**config.mk**
```make
export PLATFORM = sky130hd
export DESIGN_NAME = adc_average_to_resistance_flat
export DESIGN_NICKNAME = d
export VERILOG_FILES = /design/src/rtl/adres_pkg.sv /design/src/rtl/adres_if.sv /design/src/rtl/adres_front.sv /design/src/rtl/adres_queue.sv /design/src/rtl/adres_back.sv /design/src/rtl/adc_average_to_resistance.sv /design/src/flat_wrapper.sv
export SDC_FILE = /design/constraint.sdc
export NUM_CORES = 1
export LEC_CHECK = 0
export BUFFER_PORTS_ARGS = -buffer_cell sky130_fd_sc_hd__buf_2
export CAP_MARGIN = 10
export CORE_ASPECT_RATIO = 1.2
export CORE_MARGIN = 10
export CORE_UTILIZATION = 50
export DETAILED_ROUTE_END_ITERATION = 10
export PLACE_DENSITY = 0.66
export SLEW_MARGIN = 20
export SYNTH_ARGS = -nofsm -noshare
export SYNTH_HDL_FRONTEND = slang
export SYNTH_HIERARCHICAL = 1
export SYNTH_SLANG_ARGS = --single-unit
export TNS_END_PERCENT = 1
```
**constraint.sdc**
```tcl
create_clock -name clock -period 14.25 [get_ports clock]
set_clock_uncertainty 0.05 [all_clocks]
set_input_delay 2.1375 -clock clock [delete_from_list [all_inputs] [get_ports clock]]
set_output_delay 2.1375 -clock clock [all_outputs]
set_load 0.02 [all_outputs]
```
**src/rtl/adres_pkg.sv**
```systemverilog
// Package for the ADC-average-to-resistance block: widths, constants,
// queue entry types and the back-end state type. Depends on nothing.
package adres_pkg;

   localparam int SAMPLE_W = 12;
   localparam int CHAN_W   = 4;
   localparam int REF_W    = 16;
   localparam int RES_W    = 35;
   localparam int SUM_W    = 16;
   localparam int SEEN_W   = 5;

   // AVERAGE_COUNT must stay a power of two: the average is a right shift
   localparam int AVERAGE_COUNT = 16;
   localparam int DISCARD_COUNT = 2;
   localparam int AVG_SHIFT     = $clog2(AVERAGE_COUNT);

   localparam logic [SEEN_W-1:0] TOTAL_SEEN   = SEEN_W'(DISCARD_COUNT + AVERAGE_COUNT);
   localparam logic [SEEN_W-1:0] DISCARD_SEEN = SEEN_W'(DISCARD_COUNT);

   localparam logic [SAMPLE_W-1:0] FULL_SCALE      = 12'hFFF;
   localparam logic [CHAN_W-1:0]   BANDGAP_CHANNEL = 4'd15;
   localparam logic [RES_W-1:0]    MIN_CENTIOHM    = 35'd100;
   localparam logic [RES_W-1:0]    SAT_CENTIOHM    = 35'd26830029000;
   localparam logic [REF_W-1:0]    REF_RESET       = 16'd300;
   localparam logic [6:0]          CENTI_SCALE     = 7'd100;

   localparam int PROD_W    = REF_W + SAMPLE_W;   // reference * average
   localparam int NUM_W     = RES_W;              // 100 * reference * average
   localparam int DIVD_W    = NUM_W + 1;          // 2*num + den
   localparam int DIVS_W    = SAMPLE_W + 1;       // 2*den
   localparam int DIV_STEPS = DIVD_W;
   localparam int CNT_W     = $clog2(DIV_STEPS);

   localparam int QUEUE_DEPTH_DEF = 2;

   typedef struct packed {
      logic [CHAN_W-1:0]   channel;
      logic [SAMPLE_W-1:0] avg;
   } pend_type;

   typedef struct packed {
      logic     valid;
      pend_type data;
   } push_type;

   typedef enum logic [2:0] {
      BK_IDLE,
      BK_MUL,
      BK_SCALE,
      BK_DIV,
      BK_DONE
   } back_state_type;

endpackage

```
**src/rtl/adres_if.sv**
```systemverilog
// Channel interfaces of the block: sample requests, resistance responses
// and the reference-resistor register write. Depends on adres_pkg.
interface adres_req_if import adres_pkg::*; ();
   logic                valid;
   logic                ready;
   logic [SAMPLE_W-1:0] sample;
   logic [CHAN_W-1:0]   channel;
   logic                burst_start;
   modport source (output valid, sample, channel, burst_start, input ready);
   modport sink   (input valid, sample, channel, burst_start, output ready);
endinterface

interface adres_rsp_if import adres_pkg::*; ();
   logic              valid;
   logic              ready;
   logic [CHAN_W-1:0] result_channel;
   logic [RES_W-1:0]  resistance_centiohm;
   logic              saturated;
   modport source (output valid, result_channel, resistance_centiohm, saturated,
                   input ready);
   modport sink   (input valid, result_channel, resistance_centiohm, saturated,
                   output ready);
endinterface

interface adres_csr_if import adres_pkg::*; ();
   logic             valid;
   logic             ready;
   logic [REF_W-1:0] data;
   modport source (output valid, data, input ready);
   modport sink   (input valid, data, output ready);
endinterface

```
**src/rtl/adres_front.sv**
```systemverilog
// Front end: takes samples, tracks the burst, sums the averaged samples and
// queues channel and average (not for bandgap). Depends on adres_pkg.
module adres_front import adres_pkg::*; (
   input  logic                clock,
   input  logic                reset,
   input  logic                accept,
   input  logic [SAMPLE_W-1:0] sample,
   input  logic [CHAN_W-1:0]   channel,
   input  logic                burst_start,
   output push_type            push
);

   logic [SEEN_W-1:0] seen_ff, seen_in, seen_base;
   logic [SUM_W-1:0]  sum_ff, sum_in, sum_base;
   logic [CHAN_W-1:0] chan_ff, chan_in;

   always_comb begin
      seen_base = burst_start ? '0 : seen_ff;
      sum_base  = burst_start ? '0 : sum_ff;
      chan_in   = burst_start ? channel : chan_ff;
      seen_in   = seen_base;
      sum_in    = sum_base;
      push      = '0;
      // past the end of a burst: drop samples until the next start
      if (seen_base < TOTAL_SEEN) begin
         if (seen_base >= DISCARD_SEEN) begin
            sum_in = sum_base + SUM_W'(sample);
         end
         seen_in = seen_base + SEEN_W'(1);
         push.valid = accept && (seen_in == TOTAL_SEEN) && (chan_in != BANDGAP_CHANNEL);
      end
      push.data.channel = chan_in;
      push.data.avg     = sum_in[SUM_W-1:AVG_SHIFT];
   end

   always_ff @(posedge clock) begin
      if (reset) begin
         seen_ff <= '0;
         sum_ff  <= '0;
         chan_ff <= '0;
      end else if (accept) begin
         seen_ff <= seen_in;
         sum_ff  <= sum_in;
         chan_ff <= chan_in;
      end
   end

endmodule

```
**src/rtl/adres_queue.sv**
```systemverilog
// Short queue of finished burst averages between front and back end.
// Depends on adres_pkg.
module adres_queue import adres_pkg::*; #(
   parameter int DEPTH = QUEUE_DEPTH_DEF
) (
   input  logic     clock,
   input  logic     reset,
   input  push_type push,
   output logic     full,
   output push_type head,
   input  logic     pop
);

   localparam int PTR_W = (DEPTH > 1) ? $clog2(DEPTH) : 1;
   localparam int CNT_W = $clog2(DEPTH + 1);

   pend_type             entry_ff [DEPTH];
   logic [PTR_W-1:0]     wr_ptr_ff, rd_ptr_ff;
   logic [CNT_W-1:0]     count_ff;
   logic                 do_push, do_pop;

   assign full       = (count_ff == CNT_W'(DEPTH));
   assign head.valid = (count_ff != '0);
   assign head.data  = entry_ff[rd_ptr_ff];
   assign do_push    = push.valid && !full;
   assign do_pop     = pop && head.valid;

   function automatic logic [PTR_W-1:0] next_ptr(input logic [PTR_W-1:0] ptr);
      next_ptr = (ptr == PTR_W'(DEPTH - 1)) ? '0 : ptr + PTR_W'(1);
   endfunction

   always_ff @(posedge clock) begin
      if (do_push) begin
         entry_ff[wr_ptr_ff] <= push.data;
      end
   end

   always_ff @(posedge clock) begin
      if (reset) begin
         wr_ptr_ff <= '0;
         rd_ptr_ff <= '0;
         count_ff  <= '0;
      end else begin
         if (do_push) wr_ptr_ff <= next_ptr(wr_ptr_ff);
         if (do_pop)  rd_ptr_ff <= next_ptr(rd_ptr_ff);
         if (do_push && !do_pop) begin
            count_ff <= count_ff + CNT_W'(1);
         end else if (do_pop && !do_push) begin
            count_ff <= count_ff - CNT_W'(1);
         end
      end
   end

endmodule

```
**src/rtl/adres_back.sv**
```systemverilog
// Back end: multiplies reference by average, scales to centiohms, divides
// one quotient bit a cycle and holds the result word. Depends on adres_pkg.
module adres_back import adres_pkg::*; (
   input  logic              clock,
   input  logic              reset,
   input  logic [REF_W-1:0]  ref_res,
   input  push_type          head,
   output logic              pop,
   output logic              out_valid,
   input  logic              out_ready,
   output logic [CHAN_W-1:0] out_channel,
   output logic [RES_W-1:0]  out_res,
   output logic              out_sat
);

   back_state_type state_ff, state_in;

   logic [CHAN_W-1:0]   chan_ff;
   logic [SAMPLE_W-1:0] avg_ff;
   logic [SAMPLE_W-1:0] den_ff;
   logic [PROD_W-1:0]   prod_ff;
   logic                sat_ff;
   logic [DIVD_W-1:0]   quo_ff;
   logic [DIVS_W-1:0]   rem_ff;
   logic [CNT_W-1:0]    cnt_ff;

   logic                out_valid_ff;
   logic [CHAN_W-1:0]   out_chan_ff;
   logic [RES_W-1:0]    out_res_ff;
   logic                out_sat_ff;

   logic                load_out, div_last;
   logic [DIVS_W-1:0]   divisor;
   logic [DIVS_W:0]     rem_sh;
   logic                q_bit;
   logic [DIVS_W-1:0]   rem_in;
   logic [NUM_W-1:0]    num;
   logic [RES_W-1:0]    res_val;

   assign divisor  = {den_ff, 1'b0};
   assign rem_sh   = {rem_ff, quo_ff[DIVD_W-1]};
   assign q_bit    = (rem_sh >= {1'b0, divisor});
   assign rem_in   = q_bit ? DIVS_W'(rem_sh - {1'b0, divisor}) : rem_sh[DIVS_W-1:0];
   assign num      = NUM_W'(prod_ff) * NUM_W'(CENTI_SCALE);
   assign div_last = (cnt_ff == CNT_W'(DIV_STEPS - 1));

   always_comb begin
      if (sat_ff) begin
         res_val = SAT_CENTIOHM;
      end else if (quo_ff < DIVD_W'(MIN_CENTIOHM)) begin
         res_val = MIN_CENTIOHM;
      end else begin
         res_val = quo_ff[RES_W-1:0];
      end
   end

   // outputs of the state machine
   always_comb begin
      pop      = (state_ff == BK_IDLE) && head.valid;
      load_out = (state_ff == BK_DONE) && (!out_valid_ff || out_ready);
   end

   // next state
   always_comb begin
      state_in = state_ff;
      unique case (state_ff)
         BK_IDLE:  if (head.valid) state_in = BK_MUL;
         BK_MUL:   state_in = (avg_ff == FULL_SCALE) ? BK_DONE : BK_SCALE;
         BK_SCALE: state_in = BK_DIV;
         BK_DIV:   if (div_last) state_in = BK_DONE;
         BK_DONE:  if (load_out) state_in = BK_IDLE;
         default:  state_in = BK_IDLE;
      endcase
   end

   always_ff @(posedge clock) begin
      if (reset) begin
         state_ff <= BK_IDLE;
      end else begin
         state_ff <= state_in;
      end
   end

   always_ff @(posedge clock) begin
      if (pop) begin
         chan_ff <= head.data.channel;
         avg_ff  <= head.data.avg;
      end
      if (state_ff == BK_MUL) begin
         prod_ff <= PROD_W'(ref_res) * PROD_W'(avg_ff);
         den_ff  <= FULL_SCALE - avg_ff;
         sat_ff  <= (avg_ff == FULL_SCALE);
      end
      if (state_ff == BK_SCALE) begin
         quo_ff <= {num, 1'b0} + DIVD_W'(den_ff);
         rem_ff <= '0;
         cnt_ff <= '0;
      end
      if (state_ff == BK_DIV) begin
         quo_ff <= {quo_ff[DIVD_W-2:0], q_bit};
         rem_ff <= rem_in;
         cnt_ff <= cnt_ff + CNT_W'(1);
      end
      if (load_out) begin
         out_chan_ff <= chan_ff;
         out_res_ff  <= res_val;
         out_sat_ff  <= sat_ff;
      end
   end

   always_ff @(posedge clock) begin
      if (reset) begin
         out_valid_ff <= 1'b0;
      end else if (load_out) begin
         out_valid_ff <= 1'b1;
      end else if (out_ready) begin
         out_valid_ff <= 1'b0;
      end
   end

   assign out_valid   = out_valid_ff;
   assign out_channel = out_chan_ff;
   assign out_res     = out_res_ff;
   assign out_sat     = out_sat_ff;

endmodule

```
**src/rtl/adc_average_to_resistance.sv**
```systemverilog
// Burst-average converter samples and convert to divider resistance.
// Throughput: one sample word per cycle unless the queue is full; a burst of 18
// samples yields one result (none on the bandgap channel). From the last sample
// of a burst to the result word: queue, multiply, scale, bit-serial divider,
// output register. The back end takes a new average only after loading its last
// result; the queue holds finished averages and the front stalls only when it fills.
// Reset (synchronous): burst open on channel 0, queue and results empty, reference 300.
module adc_average_to_resistance import adres_pkg::*; #(
   parameter int QUEUE_DEPTH = QUEUE_DEPTH_DEF
) (
   input  logic    clock,
   input  logic    reset,
   adres_req_if.sink   req_ch,
   adres_rsp_if.source rsp_ch,
   adres_csr_if.sink   csr_ch
);

   logic [REF_W-1:0] ref_ff;
   push_type         front_push;
   push_type         q_head;
   logic             q_full;
   logic             q_pop;
   logic             req_accept;

   assign csr_ch.ready = 1'b1;

   always_ff @(posedge clock) begin
      if (reset) begin
         ref_ff <= REF_RESET;
      end else if (csr_ch.valid) begin
         ref_ff <= csr_ch.data;
      end
   end

   // hold samples while the queue is full
   assign req_ch.ready = !q_full;
   assign req_accept   = req_ch.valid && !q_full;

   adres_front u_front (
      .clock       (clock),
      .reset       (reset),
      .accept      (req_accept),
      .sample      (req_ch.sample),
      .channel     (req_ch.channel),
      .burst_start (req_ch.burst_start),
      .push        (front_push)
   );

   adres_queue #(
      .DEPTH (QUEUE_DEPTH)
   ) u_queue (
      .clock (clock),
      .reset (reset),
      .push  (front_push),
      .full  (q_full),
      .head  (q_head),
      .pop   (q_pop)
   );

   adres_back u_back (
      .clock       (clock),
      .reset       (reset),
      .ref_res     (ref_ff),
      .head        (q_head),
      .pop         (q_pop),
      .out_valid   (rsp_ch.valid),
      .out_ready   (rsp_ch.ready),
      .out_channel (rsp_ch.result_channel),
      .out_res     (rsp_ch.resistance_centiohm),
      .out_sat     (rsp_ch.saturated)
   );

`ifndef SYNTH
   a_no_overflow: assert property (@(posedge clock) disable iff (reset)
      !(front_push.valid && q_full))
      else $error("push into full queue");

   a_min_value: assert property (@(posedge clock) disable iff (reset)
      rsp_ch.valid |-> (rsp_ch.resistance_centiohm >= MIN_CENTIOHM))
      else $error("result below one ohm");

   a_sat_value: assert property (@(posedge clock) disable iff (reset)
      (rsp_ch.valid && rsp_ch.saturated) |-> (rsp_ch.resistance_centiohm == SAT_CENTIOHM))
      else $error("saturated result not at maximum");

   a_no_bandgap: assert property (@(posedge clock) disable iff (reset)
      rsp_ch.valid |-> (rsp_ch.result_channel != BANDGAP_CHANNEL))
      else $error("result on bandgap channel");
`endif

endmodule
```
**src/flat_wrapper.sv**
```systemverilog
// flat-port wrapper written by rule: the top's interface ports become plain ports
module adc_average_to_resistance_flat import adres_pkg::*;
#(
   parameter int QUEUE_DEPTH = QUEUE_DEPTH_DEF
)
  (clock, reset, req_ch_valid, req_ch_sample, req_ch_channel, req_ch_burst_start, req_ch_ready, rsp_ch_valid, rsp_ch_result_channel, rsp_ch_resistance_centiohm, rsp_ch_saturated, rsp_ch_ready, csr_ch_valid, csr_ch_data, csr_ch_ready);
  adres_req_if req_ch_i ();
  adres_rsp_if rsp_ch_i ();
  adres_csr_if csr_ch_i ();
  input  logic clock;
  input  logic reset;
  input wire logic [$bits(req_ch_i.valid)-1:0] req_ch_valid;
  input wire logic [$bits(req_ch_i.sample)-1:0] req_ch_sample;
  input wire logic [$bits(req_ch_i.channel)-1:0] req_ch_channel;
  input wire logic [$bits(req_ch_i.burst_start)-1:0] req_ch_burst_start;
  output wire logic [$bits(req_ch_i.ready)-1:0] req_ch_ready;
  output wire logic [$bits(rsp_ch_i.valid)-1:0] rsp_ch_valid;
  output wire logic [$bits(rsp_ch_i.result_channel)-1:0] rsp_ch_result_channel;
  output wire logic [$bits(rsp_ch_i.resistance_centiohm)-1:0] rsp_ch_resistance_centiohm;
  output wire logic [$bits(rsp_ch_i.saturated)-1:0] rsp_ch_saturated;
  input wire logic [$bits(rsp_ch_i.ready)-1:0] rsp_ch_ready;
  input wire logic [$bits(csr_ch_i.valid)-1:0] csr_ch_valid;
  input wire logic [$bits(csr_ch_i.data)-1:0] csr_ch_data;
  output wire logic [$bits(csr_ch_i.ready)-1:0] csr_ch_ready;
  assign req_ch_i.valid = req_ch_valid;
  assign req_ch_i.sample = req_ch_sample;
  assign req_ch_i.channel = req_ch_channel;
  assign req_ch_i.burst_start = req_ch_burst_start;
  assign req_ch_ready = req_ch_i.ready;
  assign rsp_ch_valid = rsp_ch_i.valid;
  assign rsp_ch_result_channel = rsp_ch_i.result_channel;
  assign rsp_ch_resistance_centiohm = rsp_ch_i.resistance_centiohm;
  assign rsp_ch_saturated = rsp_ch_i.saturated;
  assign rsp_ch_i.ready = rsp_ch_ready;
  assign csr_ch_i.valid = csr_ch_valid;
  assign csr_ch_i.data = csr_ch_data;
  assign csr_ch_ready = csr_ch_i.ready;
  adc_average_to_resistance #(.QUEUE_DEPTH(QUEUE_DEPTH)) u_core (.clock(clock), .reset(reset), .req_ch(req_ch_i), .rsp_ch(rsp_ch_i), .csr_ch(csr_ch_i));
endmodule
```
# [Word-level counts from Yosys, hierarchy flattened]
# Memory sizes are Yosys's and may differ from the RTL's. A register that Yosys moved wholly into a read port is not among the register bits.
# Index checks and enable logic that the tools add are counted.
[totals] ff_bits=185 ramBits=32 output_inout_bits=43 wordCells=97 n_memories=1
[mem_list] name="u_core.u_queue.entry_ff" words=2 width=16 rd=1 rd_ports_with_merged_regs=1 wr=1 line_no="adres_queue.sv:17" rtl="pend_type entry_ff [DEPTH];"
[op_classes] n_addsub=10 multipliers=2 order_cmp=4 n_eq_ne=12 n_mux=28 n_reduce_logical=21
[op_table] cell="2-to-1 mux 36 bit" count=2
[op_table] cell="2-to-1 mux 16 bit" count=3
[op_table] cell="2-to-1 mux 13 bit" count=3
[op_table] cell="adder 36 x 12 -> 36 bit" count=1
[op_table] cell="< comparator 36 x 7 -> 1 bit (second input constant)" count=1
[op_table] cell="2-to-1 mux 35 bit" count=1
[op_table] cell="multiplier 28 x 5 -> 33 bit (second input constant)" count=1
[op_table] cell="multiplier 16 x 12 -> 28 bit" count=1
[op_table] cell="adder 16 x 12 -> 16 bit" count=1
[op_table] cell="one-hot mux 3 bit (5 select lines)" count=1
[op_table] cell="greater-or-equal comparator 14 x 13 -> 1 bit" count=1
[op_table] cell="subtractor 13 bit" count=1
[op_table] cell="equality test 12 bit (second input constant)" count=1
[op_table] cell="2-to-1 mux 3 bit" count=4
[op_table] cell="2-to-1 mux 6 bit" count=2
[op_table] cell="subtractor 12 bit (first input constant)" count=1
[op_table] cell="2-to-1 mux 5 bit" count=2
[op_table] cell="logical AND 1 bit" count=9
[op_table] cell="nonzero test 2 bit" count=4
[op_table] cell="2-to-1 mux 1 bit" count=7
[op_table] cell="adder 6 x 1 -> 6 bit (second input constant)" count=1
[op_table] cell="equality test 3 x 2 -> 1 bit (second input constant)" count=2
[op_table] cell="equality test 6 bit (second input constant)" count=1
[op_table] cell="!= test 2 bit (second input constant)" count=3
[op_table] cell="18 further kinds" count=23

# [Depth between registers and ports, before layout]
[depth] depth_word=11 depth_mapped=24

# [Hierarchy]
# The synthesis kept the hierarchy.
[modules_own_cells] mod="adres_back" n_inst=1 cells_each=1764 area_per_inst_um2=16847.4
[modules_own_cells] mod="adres_front" n_inst=1 cells_each=262 area_per_inst_um2=2132.0
[modules_own_cells] mod="adres_queue" n_inst=1 cells_each=75 area_per_inst_um2=1371.3
[modules_own_cells] mod="adc_average_to_resistance" n_inst=1 cells_each=56 area_per_inst_um2=610.6

# [Least setup slack after synthesis]
# No wires, ideal clock.
[synth_timing] kind="register to register" startpoint="register u_core.u_back.avg_ff[5] (read register of u_core.u_queue.entry_ff)" endpoint="register u_core.u_back.prod_ff[27] (data pin)" t_arrival_ns=5.697 path_slack_ns=8.243 path_stages_with_launch=23 period_less_slack_ns=6.007 cell_sequence="edfxtp_1 clkbuf_1 clkbuf_1 nand2_1 fa_1 fa_1 inv_1 ha_1 fa_1 inv_1 fa_1 inv_1 ha_1 o21a_1 o21a_1 and3_1 a21o_1 a41o_1 o41ai_1 o21ai_1 a21o_1 a21o_1 xnor2_1"
[synth_via] elab_chain_len=1
[synth_lines] element="start, declared" line_no="adres_back.sv:19" rtl="logic [SAMPLE_W-1:0] avg_ff;"
[synth_lines] element="multiplier 16 x 12 -> 28 bit" line_no="adres_back.sv:90" rtl="prod_ff <= PROD_W'(ref_res) * PROD_W'(avg_ff);"
[synth_lines] element="end signal, assigned" line_no="adres_back.sv:90"
[synth_lines] element="end, declared" line_no="adres_back.sv:21" rtl="logic [PROD_W-1:0] prod_ff;"
# Every way passes these cells.
# A chain may end at the register's enable or synchronous reset.

# [Final worst setup path]
# Same ends and word-level chain as after synthesis.

==> run_results.csv <==
group,metric,value,unit
floorplan,fp.dieArea,50500,um^2
logic_synthesis,syn_area_per_cell,9.72,um^2
routing,drt_pass1_iterations,5,
logic_synthesis,ys_seq_area_share,31.1,%
placed_design,placed_cell_area,21600,um^2
sta,rsz0062_at_grt,"false",
sta,hold_viol_final,0,
setup_path,reg2reg_from,"u_core/u_back/avg_ff[5]",
setup_path,startpoint_type,"flip-flop",
logic_synthesis,synth_top_cell_by_area,"edfxtp_1",
routing,drtIter0Drc,759,
global_routing,overflow,0,
worst_hold_path,min_path_cells,0,
pwr,powerDensity,208,nW/um^2
pwr,ir_worst_vdd,0.133,mV
clock_network,cts_root_buf,"clkbuf_16",
clock_network,cts_tree,"built",
logic_synthesis,async_flop_share,0,%
routing,post-route-drc-count,0,
sta,maxSlewHeadroom,35.7,%
sta,timing.fmax,158,MHz
logic_synthesis,yosysWarningCount,6,
routing,drt-total-wl,42500,um
placed_design,port_buffers,79,
logic_synthesis,synth_area,21000,um^2
finish,ff_latch_area,6530,um^2
setup_path,worstRegToRegCells,20,
finish,final_area,22600,um^2
finish,multi_input_area,12700,um^2
clock_network,postCtsSetupBuffers,0,
sta,tightestPinTransition,0.959,ns
routing,dr_total_vias,14500,
floorplan,core-area,41700,um^2
clock_network,path_clk_slew,0.06,ns
finish,layout_common_cells,"inv_1 (347), nand2_1 (220), ha_1 (191)",
finish,final_nets,2577,
sta,drv_slew,0,
clock_network,numCtsBuffers,26,
placed_design,dp_hpwl,34100,um
finish,syn2layout_area_growth,7.68,%
routing,vias_per_cell,5.29,
finish,final_layout_size_suffix_gt1_share,10.4,%
logic_synthesis,synthFlopType,"edfxtp_1",
routing,drtAntennaViolNets,0,
setup_path,crit_fanout,18,
floorplan,die_h,244,um
placed_design,placed_cells,2699,
global_routing,grt_max_degree,56,
global_routing,antenna_found_initial,0,
clock_network,cts_resized,0,
logic_synthesis,postSynthCellCount,2157,
logic_synthesis,synth_top_area_share,26.4,%
sta,finalSetupTns,0,ns
floorplan,initial_core_util,50.3,%
setup_path,critPathKind,"flip-flop to flip-flop",
finish,instances_no_fill,2748,
finish,fill_cells,3777,
logic_synthesis,synth-edff-count,184,
setup_path,regToRegEndpoint,"u_core/u_back/prod_ff[27]",
pwr,p_leak,10.2,nW
floorplan,rows,82,
setup_path,required,14.50,ns
setup_path,arrival,6.58,ns
logic_synthesis,ys_types,106,
worst_hold_path,worstHoldStart,"u_core/u_back/chan_ff[2]",
logic_synthesis,syn_nets,2552,
pwr,p_total,4.70,mW
global_routing,grt_pass1_vias,15000,
clock_network,cts_sinks,234,
clock_network,clk_latency,0.56,ns
sta,setup_violations,0,
setup_path,ff2ff_setup_slack,7.92,ns
clock_network,cts_max_path_buffers,3,
finish,antenna_cells,0,
global_routing,grt_pass1_wl,72200,um
floorplan,die_x,207,um
logic_synthesis,yosys_register_bits,234,
sta,post-route-period-util,44.4,%
clock_network,htree_levels,1,
run,maxCapViolations,0,
clock_network,holdBufCountCts,0,
floorplan,pin_count,81,
routing,wire_per_inst,15.5,um
worst_hold_path,hp-class,"flip-flop to flip-flop",
placed_design,gp_congestion,0.878,
setup_path,crit_path_end_kind,"flip-flop",
logic_synthesis,ys_top_cells_by_area,"edfxtp_1 (26%), fa_1 (16%), ha_1 (11%), inv_1 (6.2%), dfxtp_1 (4.8%)",
sta,fin_crit,6.33,ns
worst_hold_path,hold_path_end,"u_core/u_back/out_channel[2]",
global_routing,grtUsageTotal,17.0,%
finish,layout_commonest_cell,"inv_1",
status,status,"complete, no violations",
per-layer routing:
metal | track usage [%] | wire length (um) | vias up
met5 | 0 | 0 | -
met1 | 21.8 | 18800 | 7010
met3 | 2.24 | 1870 | 42
met2 | 29.5 | 21000 | 248
li1 | - | - | 7243
met4 | 4.14 | 847 | 0
kinds of logic (layout without fill, tap and decap cells):
group	after synthesis	in the layout	share of synthesized area, %
and+or+nand+nor	673	673	16.1
adders and majority gates	357	357	27.3
DFF	234	234	31.1
xor gates and xnor gates	83	83	3.47
other	1	1	0.0179
AOI/OAI and AO/OA	318	318	10.8
muxes	54	54	2.75
buffers and inverters	437	482	8.47
cells in the mapped netlist (11+ instances only):
master and number:
and3_1 17, fa_1 166, nor3_1 33, mux2_2 21
xor2_1 38, or2_2 21, nor2_1 134, nand3_1 25
a21o_1 23, mux2i_1 31, dfxtp_1 50, nand2_1 220
a21oi_1 74, nor2b_1 34, ha_1 191, clkbuf_1 54
o21a_1 27, or3_1 11, o21ai_1 14, xnor2_1 45
inv_1 347, edfxtp_1 184, nand4_1 14, buf_4 17
nor4_1 13, a31oi_1 13, o21ai_0 49, and2_1 95
worst max path at each step:
stage / startpoint / endpoint / slack, ns / cells after the start
after detailed placement: u_core/u_back/avg_ff[5] / u_core/u_back/prod_ff[27] / 7.92 / 20
after global routing: u_core/u_back/avg_ff[8] / u_core/u_back/prod_ff[25] / 7.45 / 19
after floorplan: u_core/u_back/avg_ff[5] / u_core/u_back/prod_ff[27] / 8.24 / 22
after global placement: u_core/u_back/avg_ff[5] / u_core/u_back/prod_ff[27] / 7.99 / 20
after CTS: u_core/u_back/avg_ff[5] / u_core/u_back/prod_ff[27] / 7.92 / 20
final: u_core/u_back/avg_ff[5] / u_core/u_back/prod_ff[27] / 7.92 / 20
power breakdown:
group,internal [mW],switching [mW]
Sequential,0.946,0.0757
Clock,0.417,0.284
Combinational,1.24,1.73
Total,2.61,2.09
state kept, by name, summed over array words and instances, names as in the netlist, 3 cells and up, named ones only:
name                       count
u_core/u_back/prod_ff         28
u_core/u_back/den_ff          12
u_core/u_back/out_channel      4
u_core/u_back/state_ff         3
u_core/u_back/chan_ff          4
u_core/u_back/rem_ff          13
u_core/u_queue/entry_ff       32
u_core/u_front/seen_ff         5
u_core/ref_ff                 16
u_core/u_front/chan_ff         4
u_core/u_back/quo_ff          36
u_core/u_back/avg_ff          12
u_core/u_back/out_res         35
u_core/u_back/cnt_ff           6
u_core/u_front/sum_ff         16
metrics by stage:
stage / util (%) / setup WS, ns / hold WS [ns]
2_1_floorplan: - / 8.24 / 0.350
3_3_place_gp: 51.9 / 7.99 / 0.352
3_5_place_dp: 51.9 / 7.92 / 0.357
4_1_cts: 54.1 / 7.92 / 0.372
5_1_grt: 54.2 / 7.45 / 0.375
6_report: 54.2 / 7.92 / 0.370
worst max-delay path, cell delays in order (launching register included):
cell	delay, ns
edfxtp_1	0.74
nand2_1	0.18
fa_1	0.54
fa_1	0.52
inv_1	0.04
ha_1	0.31
fa_1	0.53
inv_1	0.05
fa_1	0.53
inv_1	0.04
ha_1	0.33
o21a_1	0.20
o21a_1	0.18
and3_1	0.18
a21o_1	0.21
a41o_1	0.31
o41ai_1	0.44
o21ai_1	0.18
a21o_1	0.20
a21o_1	0.18
xnor2_1	0.12
cell type report:
type                            count  share of cell area, %
Multi-Input combinational cell   1486                   56.2
Sequential cell                   234                   28.9
Inverter                          348                   5.79
Clock buffer                       37                   3.58
Tap cell                          546                   3.03
Timing Repair Buffer               86                   2.04
Clock inverter                     11                  0.471
Note: power is estimated with default switching activity, not from simulation.
